==> config.mk <==
export PLATFORM = sky130hd
export DESIGN_NAME = modbus_rtu_request_framer
export DESIGN_NICKNAME = d
export VERILOG_FILES = /design/src/rtl/core/rmf_pkg.sv /design/src/rtl/core/modbus_rtu_request_framer.sv /design/src/rtl/core/rmf_crc_stage.sv /design/src/rtl/core/rmf_serializer.sv
export SDC_FILE = /design/constraint.sdc
export NUM_CORES = 1
export LEC_CHECK = 0
export BUFFER_PORTS_ARGS = -buffer_cell sky130_fd_sc_hd__buf_2
export CORE_MARGIN = 2
export CORE_UTILIZATION = 60
export DETAILED_ROUTE_END_ITERATION = 7
export PLACE_DENSITY = 0.78
export SETUP_SLACK_MARGIN = 0.1
export SYNTH_ARGS = -nofsm -noshare
export SYNTH_HDL_FRONTEND = slang
export SYNTH_SLANG_ARGS = --single-unit
==> constraint.sdc <==
create_clock -name clock -period 9.2 [get_ports clock]
set_input_delay 1.84 -clock clock [delete_from_list [all_inputs] [get_ports clock]]
set_output_delay 1.84 -clock clock [all_outputs]
set_load 0.005 [all_outputs]
==> src/rtl/core/rmf_pkg.sv <==
// Shared types, constants and the CRC byte update for the Modbus RTU request framer.
package rmf_pkg;

   localparam logic [15:0] CRC_INIT = 16'hFFFF;
   localparam logic [15:0] CRC_POLY = 16'hA001;
   localparam int          FRAME_BYTES = 8;
   localparam int          HEAD_BYTES = 6;
   localparam int          POS_W = $clog2(FRAME_BYTES);
   localparam logic [POS_W-1:0] LAST_POS = POS_W'(FRAME_BYTES - 1);

   // Frame head (address, function, register address, value) and running CRC.
   typedef struct packed {
      logic [8*HEAD_BYTES-1:0] frame;
      logic [15:0]             crc;
   } work_type;

   // One byte of the reflected Modbus CRC-16, a bit per step.
   function automatic logic [15:0] crc_add_byte(input logic [15:0] crc_i,
                                                input logic [7:0] data_i);
      logic [15:0] c;
      c = crc_i ^ {8'h00, data_i};
      for (int k = 0; k < 8; k++) begin
         if (c[0]) begin
            c = (c >> 1) ^ CRC_POLY;
         end else begin
            c = c >> 1;
         end
      end
      return c;
   endfunction

endpackage

==> src/rtl/core/modbus_rtu_request_framer.sv <==
// Top level of the Modbus RTU request framer: CRC pipeline and byte serializer.
//
//   Channel  Direction  Ports                    Contents
//   req      in         req_tvalid/tready/tdata  one request transaction
//   rsp      out        rsp_tvalid/tready/tdata  one frame byte per transaction, tlast on last
//   csr      in         csr_valid/ready/data     device address register write
//
// A request enters a six-stage pipeline; each stage folds one head byte into the
// CRC, and the last stage hands the finished frame to the serializer's register.
// The serializer sends one byte per cycle while rsp is ready, and takes the next
// frame as the current frame's last byte is taken; that register sets the request rate.
// Reset is synchronous and empties every stage and the serializer.
// A stall on rsp holds the current byte and backs up the pipeline stage by stage;
// nothing is dropped or sent twice. The pipeline keeps accepting until it is full.
// The device address is sampled when the request transaction happens.
module modbus_rtu_request_framer
   import rmf_pkg::*;
(
   input  logic        clock,
   input  logic        reset,
   input  logic        req_tvalid,
   output logic        req_tready,
   // [7:0] function_code, [23:8] register_address, [39:24] register_value
   input  logic [39:0] req_tdata,
   output logic        rsp_tvalid,
   input  logic        rsp_tready,
   // [7:0] frame_byte
   output logic [7:0]  rsp_tdata,
   output logic        rsp_tlast,
   input  logic        csr_valid,
   output logic        csr_ready,
   input  logic [7:0]  csr_data
);

   localparam int STAGES = HEAD_BYTES;

   logic [7:0] device_address_ff;

   // Index 0 is the request port; index k is the output of CRC stage k-1.
   logic     stage_valid [0:STAGES];
   logic     stage_ready [0:STAGES];
   work_type stage_data  [0:STAGES];

   // The register write is always taken in the cycle it is offered.
   assign csr_ready = 1'b1;

   always_ff @(posedge clock) begin
      if (reset) begin
         device_address_ff <= 8'h00;
      end else if (csr_valid) begin
         device_address_ff <= csr_data;
      end
   end

   // The frame head is byte 0 in the top bits, as it goes on the wire.
   assign stage_valid[0]      = req_tvalid;
   assign req_tready          = stage_ready[0];
   assign stage_data[0].frame = {device_address_ff, req_tdata[7:0],
                                 req_tdata[23:8], req_tdata[39:24]};
   assign stage_data[0].crc   = CRC_INIT;

   for (genvar k = 0; k < STAGES; k++) begin : g_crc
      rmf_crc_stage u_stage (
         .clock     (clock),
         .reset     (reset),
         .in_valid  (stage_valid[k]),
         .in_ready  (stage_ready[k]),
         .in_data   (stage_data[k]),
         .in_byte   (stage_data[k].frame[8*HEAD_BYTES-1-8*k -: 8]),
         .out_valid (stage_valid[k+1]),
         .out_ready (stage_ready[k+1]),
         .out_data  (stage_data[k+1])
      );
   end

   rmf_serializer u_serializer (
      .clock     (clock),
      .reset     (reset),
      .in_valid  (stage_valid[STAGES]),
      .in_ready  (stage_ready[STAGES]),
      .in_data   (stage_data[STAGES]),
      .out_valid (rsp_tvalid),
      .out_ready (rsp_tready),
      .out_byte  (rsp_tdata),
      .out_last  (rsp_tlast)
   );

endmodule

==> src/rtl/core/rmf_crc_stage.sv <==
// One pipeline stage that folds one frame byte into the running CRC.
module rmf_crc_stage
   import rmf_pkg::*;
(
   input  logic     clock,
   input  logic     reset,
   input  logic     in_valid,
   output logic     in_ready,
   input  work_type in_data,
   input  logic [7:0] in_byte,
   output logic     out_valid,
   input  logic     out_ready,
   output work_type out_data
);

   logic     valid_ff;
   logic     valid_in;
   work_type data_ff;
   work_type data_in;

   // The stage moves whenever it is empty or its content is leaving.
   assign in_ready = !valid_ff || out_ready;

   always_comb begin
      valid_in = valid_ff;
      data_in  = data_ff;
      if (in_ready) begin
         valid_in = in_valid;
         if (in_valid) begin
            data_in.frame = in_data.frame;
            data_in.crc   = crc_add_byte(in_data.crc, in_byte);
         end
      end
   end

   always_ff @(posedge clock) begin
      if (reset) begin
         valid_ff <= 1'b0;
      end else begin
         valid_ff <= valid_in;
      end
      data_ff <= data_in;
   end

   assign out_valid = valid_ff;
   assign out_data  = data_ff;

endmodule

==> src/rtl/core/rmf_serializer.sv <==
// Output register that sends a finished frame one byte per transaction.
module rmf_serializer
   import rmf_pkg::*;
(
   input  logic       clock,
   input  logic       reset,
   input  logic       in_valid,
   output logic       in_ready,
   input  work_type   in_data,
   output logic       out_valid,
   input  logic       out_ready,
   output logic [7:0] out_byte,
   output logic       out_last
);

   logic                     valid_ff;
   logic                     valid_in;
   logic [POS_W-1:0]         pos_ff;
   logic [POS_W-1:0]         pos_in;
   logic [8*FRAME_BYTES-1:0] shift_ff;
   logic [8*FRAME_BYTES-1:0] shift_in;
   logic                     is_last;
   logic                     load;

   assign is_last  = (pos_ff == LAST_POS);
   assign in_ready = !valid_ff || (out_ready && is_last);
   assign load     = in_ready && in_valid;

   always_comb begin
      valid_in = valid_ff;
      pos_in   = pos_ff;
      shift_in = shift_ff;
      if (load) begin
         // CRC travels low byte first.
         valid_in = 1'b1;
         pos_in   = '0;
         shift_in = {in_data.frame, in_data.crc[7:0], in_data.crc[15:8]};
      end else if (in_ready) begin
         valid_in = 1'b0;
      end else if (out_ready) begin
         pos_in   = pos_ff + 1'b1;
         shift_in = {shift_ff[8*FRAME_BYTES-9:0], 8'h00};
      end
   end

   always_ff @(posedge clock) begin
      if (reset) begin
         valid_ff <= 1'b0;
         pos_ff   <= '0;
      end else begin
         valid_ff <= valid_in;
         pos_ff   <= pos_in;
      end
      shift_ff <= shift_in;
   end

   assign out_valid = valid_ff;
   assign out_byte  = shift_ff[8*FRAME_BYTES-1 -: 8];
   assign out_last  = is_last;

endmodule

==> impl_metrics.csv, run 1 <==
group,metric,value,unit
pwr,irDropWorstVdd,0.000200,V
worst_setup_path,worstPathArrival,3870,ps
synthesis,yosys-top-cells-area,"edfxtp_1 83%, nand2_1 4.0%, xnor2_1 2.9%",
cells_and_area,final_common_cell,"edfxtp_1",
sta,worstMarginPinSlew,1030,ps
cells_and_area,diodes,0,
worst_setup_path,cp-end-kind,"output port",
synthesis,synth.largest_area_cell,"edfxtp_1",
clock_network,cts.path.max_buffers,3,
clock_network,worst_skew_pair.late_latency,530,ps
clock_network,cts_hold_buffers,0,
synthesis,synth_area_per_cell,19.3,sq um
pwr,leakage,6.42,nW
drt,viasPerCell,5.11,
place,dp_hpwl,13100,um
die,fp.dieW,168,um
global_route,track_usage,16.4,%
hold_path,whs_path_depth,0,
drt,drc,0,
die,die_area,28100,sq um
global_route,grt_pass1_wl,35300,um
sta,fmax,175,MHz
hold_path,hold_path_end,"g_crc[3].u_stage.out_data[24]",
sta,setup_viol,0,
clock_network,htree_levels,2,
worst_setup_path,crit_fanout,10,
sta,relSlewSlack,30.4,%
drt,wl_per_cell,17.1,um
synthesis,syn_inst,834,
worst_setup_path,r2r_end,"g_crc[0].u_stage.out_data[23]",
pwr,p_switching,815,uW
pwr,power.total,4.28,mW
sta,slew_violations,0,
worst_setup_path,r2r_slack,5990,ps
drt,wl,22000,um
pwr,pwr-share-comb,5.2,%
clock_network,path_clk_slew,60,ps
place,placed_cell_area,16800,sq um
worst_setup_path,critical_path.cell_chain,"buf_2 > a21boi_0 > and3_1 > nand3_1 > buf_2",
die,fp.dieH,168,um
hold_path,holdCritPathClass,"reg2reg",
run_status,outcome,"finished clean",
synthesis,synth.distinct_cells,30,
cells_and_area,final_cell_mix,"442 x edfxtp_1, 170 x nand2_1, 63 x buf_2",
sta,rsz0062_at_grt,"false",
die,rows,59,
job,maxCapViolations,0,
drt,first_iter_violations,486,
drt,antenna_left,0,
clock_network,clock-sinks,460,
pwr,p_seq_share,56.9,%
cells_and_area,final_cells,1290,
place,port_buffers,63,
die,ios,65,
synthesis,syn_nets,889,
sta,layout_min_cycle_time,5710,ps
worst_setup_path,rr_startpoint,"u_serializer.pos_ff[0]",
sta,fin_setup_tns,0,ps
global_route,antenna_found_initial,0,
worst_setup_path,crit_top_cell,"buf_2",
pwr,clockPowerShare,37.9,%
pwr,switching_share,19.1,%
worst_setup_path,slowest_delay,790,ps
cells_and_area,syn_to_final_growth,12.7,%
worst_setup_path,cpMaxStageDelayCell,"a21boi_0",
cells_and_area,final_nets,979,
global_route,grt_max_degree,68,
global_route,grt_overflow,0,
pwr,cellInternalPower,3.46,mW
die,core_area,26200,sq um
synthesis,ys_ff_latch,460,
hold_path,hold_start,"g_crc[2].u_stage.out_data[24]",
pwr,power_density,236,nW/um^2
die,initial_utilization,61.4,%
clock_network,numCtsBuffers,42,
drt,dr.pass1.iters,5,
worst_setup_path,critical_path_required,7360,ps
synthesis,yosys_warnings,0,
worst_setup_path,path_class,"in2out",
synthesis,ys_seq_area_share,84.8,%
clock_network,cts_resized,0,
sta,period_share,62.1,%
worst_setup_path,reg2reg_depth,6,
worst_setup_path,start_kind,"input pin",
synthesis,syn_area,16100,sq um
cells_and_area,design_area,18100,sq um
drt,dr_total_vias,6595,
clock_network,post_cts_buffers,0,
sta,final-hold-violation-count,0,
place,dpl.cell_count,1215,
synthesis,yosysTopAreaCellShare,82.5,%
clock_network,tritoncts,"yes",
global_route,grt_pass1_vias,6743,
sta,skew,16.3,ps
cells_and_area,drive_gt1_share,15.9,%
clock_network,cts_root_buffer,"clkbuf_16",
place,gp_congestion,0.738,
-- flip-flops by register name, indices dropped and copies added, names as in the netlist --
register and flops:
u_serializer.out_valid 1, u_serializer.shift_ff 64, g_crc.u_stage.out_data 378, u_serializer.pos_ff 3
device_address_ff 8, g_crc.u_stage.out_valid 6
-- cell usage after synthesis --
cell type  number
buf_2           5
dfxtp_1        18
nand2_1       171
and2_1          8
xnor2_1        54
nor3_1          3
nand3_1         2
conb_1          1
xor2_1         36
nand3b_1        1
mux2i_1        10
nor2b_1         2
clkbuf_1       12
nor2_1         13
xnor3_2         4
buf_4           9
a21oi_1         7
and3_1          2
xnor3_1         6
ha_1            2
xnor2_4         2
xnor2_2         6
a21boi_0        2
xor2_2          3
a31oi_1         2
xor3_2          1
nand2b_1        1
edfxtp_1      442
xor3_1          2
inv_1           7
-- through the flow --
step                      hold WS (ps)  util, %  setup slack (ps)
final                              411     69.2              3490
after global routing               417     69.2              3360
after CTS                          414     69.2              3500
after detailed placement           405     64.2              3620
after global placement             401     64.2              3670
after floorplan                    400        -              1920
-- layer usage --
metal	global-route usage, %	vias to the layer above	wire, um
met5	0	-	0
met4	7.07	0	696
met3	3.10	49	1080
met2	26.4	186	10900
met1	22.4	3180	9320
li1	-	3180	-
-- cells by family after synthesis --
kind of cell,synth area share [%]
flops,84.8
fa+ha+maj,0.156
other cells,0.0233
mux,0.622
compound gates,0.389
xor+xnor,8.04
simple gates,5.00
buf+inv,1.02
-- final cells by class --
cell class	instances	area (sq um)
flip-flops and latches	460	13600
fillers	1462	8070
repair buffers	72	383
well taps	335	419
inverters	7	26.3
clock inverters	19	166
clock buffers	56	1130
multi-input cells	341	2370
-- power by group through the flow --
stage	Clock, mW	Sequential [mW]	Combinational, mW
6_report	1.62	2.43	0.223
3_3_place_gp	0	2.47	0.215
5_1_grt	1.74	2.44	0.243
4_1_cts	1.66	2.43	0.227
2_1_floorplan	0	2.47	0.174
3_5_place_dp	0	2.48	0.222
-- worst max path at each step --
| stage | from | endpoint | slack (ps) | cells after the start |
|---|---|---|---|---|
| after CTS | rsp_tready | req_tready | 3500 | 5 |
| after global routing | rsp_tready | req_tready | 3360 | 5 |
| after global placement | rsp_tready | req_tready | 3670 | 5 |
| after detailed placement | rsp_tready | req_tready | 3620 | 5 |
| after floorplan | rsp_tready | g_crc[5].u_stage.out_data[0] | 1920 | 2 |
| final | rsp_tready | req_tready | 3490 | 5 |
-- critical path: cells and delay by family --
kind | cells | cell delay [ps]
buffers and inverters | 2 | 280
AO/OA/AOI/OAI | 1 | 790
AND/OR/NAND/NOR | 2 | 950
Power figures use the tool's default switching activity.
==> run 2: changes to the inputs <==
clock period = 5.54 ns   (was 9.2 ns; I/O delays follow)
==> impl_metrics.csv, run 2 (synthesized netlist as in run 1, its figures left out) <==
group,metric,value,unit
place,dp_hpwl,13200,um
drt,wl,22200,um
drt,dr.pass1.iters,5,
clock_network,cts_resized,0,
die,fp.dieW,168,um
drt,wl_per_cell,17.2,um
drt,antenna_left,0,
clock_network,cts.path.max_buffers,3,
worst_setup_path,cp-end-kind,"output port",
worst_setup_path,worstPathArrival,2730,ps
drt,first_iter_violations,465,
sta,setup_viol,0,
clock_network,tritoncts,"yes",
global_route,track_usage,16.6,%
sta,fmax,260,MHz
clock_network,clock-sinks,460,
worst_setup_path,crit_fanout,10,
place,dpl.cell_count,1217,
clock_network,cts_root_buffer,"clkbuf_16",
die,core_area,26200,sq um
sta,relSlewSlack,27.6,%
place,placed_cell_area,16800,sq um
clock_network,path_clk_slew,60,ps
job,maxCapViolations,0,
sta,slew_violations,0,
hold_path,whs_path_depth,0,
die,fp.dieH,168,um
die,rows,59,
global_route,grt_pass1_wl,35700,um
global_route,gr-usage-met3,2.51,%
pwr,leakage,6.43,nW
worst_setup_path,path_class,"reg2out",
cells_and_area,final_cell_mix,"442 x edfxtp_1, 170 x nand2_1, 63 x buf_2",
global_route,busiest_layer,"met2",
global_route,grt_overflow,0,
worst_setup_path,critical_path.cell_chain,"ha_1 > ha_1 > a21boi_0 > buf_4 > and3_1 > nand3_1 > buf_2",
die,die_area,28100,sq um
die,initial_utilization,61.4,%
cells_and_area,fin_util,69.2,%
sta,skew,15.5,ps
worst_setup_path,cpMaxStageDelayCell,"and3_1",
sta,final-hold-violation-count,0,
cells_and_area,design_area,18100,sq um
cells_and_area,largest_register_ffs,378,
sta,rsz0062_at_grt,"false",
clock_network,numCtsBuffers,42,
sta,layout_min_cycle_time,3840,ps
clock_network,post_cts_buffers,0,
run_status,outcome,"finished clean",
worst_setup_path,slowest_delay,630,ps
sta,worstMarginPinSlew,1090,ps
cells_and_area,drive_gt1_share,16.3,%
sta,period_share,69.3,%
worst_setup_path,reg2reg_depth,7,
place,gp_congestion,0.806,
global_route,grt_pass1_vias,6729,
global_route,grt_max_degree,68,
hold_path,holdCritPathClass,"reg2reg",
clock_network,htree_levels,2,
pwr,irDropWorstVdd,0.000298,V
drt,drc,0,
cells_and_area,final_cells,1291,
cells_and_area,final_nets,981,
clock_network,worst_skew_pair.late_latency,530,ps
worst_setup_path,crit_top_cell,"ha_1",
global_route,grt_util_met1,22.7,%
sta,fin_setup_tns,0,ps
worst_setup_path,critical_path_required,4430,ps
clock_network,cts_hold_buffers,0,
drt,dr_total_vias,6651,
cells_and_area,syn_to_final_growth,12.8,%
cells_and_area,final_common_cell,"edfxtp_1",
worst_setup_path,start_kind,"flop",
global_route,antenna_found_initial,0,
die,ios,65,
drt,viasPerCell,5.15,
place,port_buffers,63,
global_route,use_met2,27.0,%
pwr,power_density,392,nW/um^2
cells_and_area,diodes,0,
==> run 2: cell count changes in the layout (fill, tap and decap cells not counted) <==
| cell | delta |
|---|---|
| buf_4 | +2 |
| clkbuf_1 | -2 |
| clkbuf_8 | -1 |
| clkinv_1 | -1 |
| clkinv_2 | +2 |
| clkinvlp_4 | +1 |
==> run 2: stage by stage <==
step	total power [mW]	setup WS, ps	hold WS (ps)
after floorplan	4.38	125	400
after global placement	4.46	1920	402
after detailed placement	4.48	1910	405
after CTS	7.17	1700	417
after global routing	7.34	1510	420
final	7.11	1700	412
==> run 2: area by class of cell <==
type                       instances  area [sq um]
inverter                           7          26.3
timing repair buffer              74           398
clock buffer                      53          1110
tap                              335           419
fill                            1492          8060
multi-input combinational        341          2370
clock inverter                    21           180
sequential                       460         13600
==> run 2: critical path: cells and delay by family (launching register included) <==
kind	cells	cell delay, ps
AOI/OAI and AO/OA	1	250
adders and majority gates	2	430
buffers and inverters	2	390
DFF	1	340
and+or+nand+nor	2	810
==> run 2: per-layer routing <==
metal	up-vias	wire [um]
met5	-	0
met1	3204	9430
met2	201	10900
li1	3192	-
met4	0	781
met3	54	1110
==> run 2: power breakdown <==
group,switching (mW),internal [mW],total (mW),leakage (nW)
sequential,0.0571,3.98,4.04,4.24
combinational,0.180,0.191,0.371,1.57
clock,1.14,1.56,2.70,0.631
==> run 2: final timing paths <==
| check | slack (ps) | start | to |
|---|---|---|---|
| worst max-delay path | 1700 | u_serializer.pos_ff[0] | req_tready |
| worst min-delay path | 410 | g_crc[1].u_stage.out_data[52] | g_crc[2].u_stage.out_data[52] |
| worst min register to register | 410 | g_crc[1].u_stage.out_data[52] | g_crc[2].u_stage.out_data[52] |
| worst max register to register | 2440 | u_serializer.pos_ff[0] | g_crc[0].u_stage.out_data[49] |
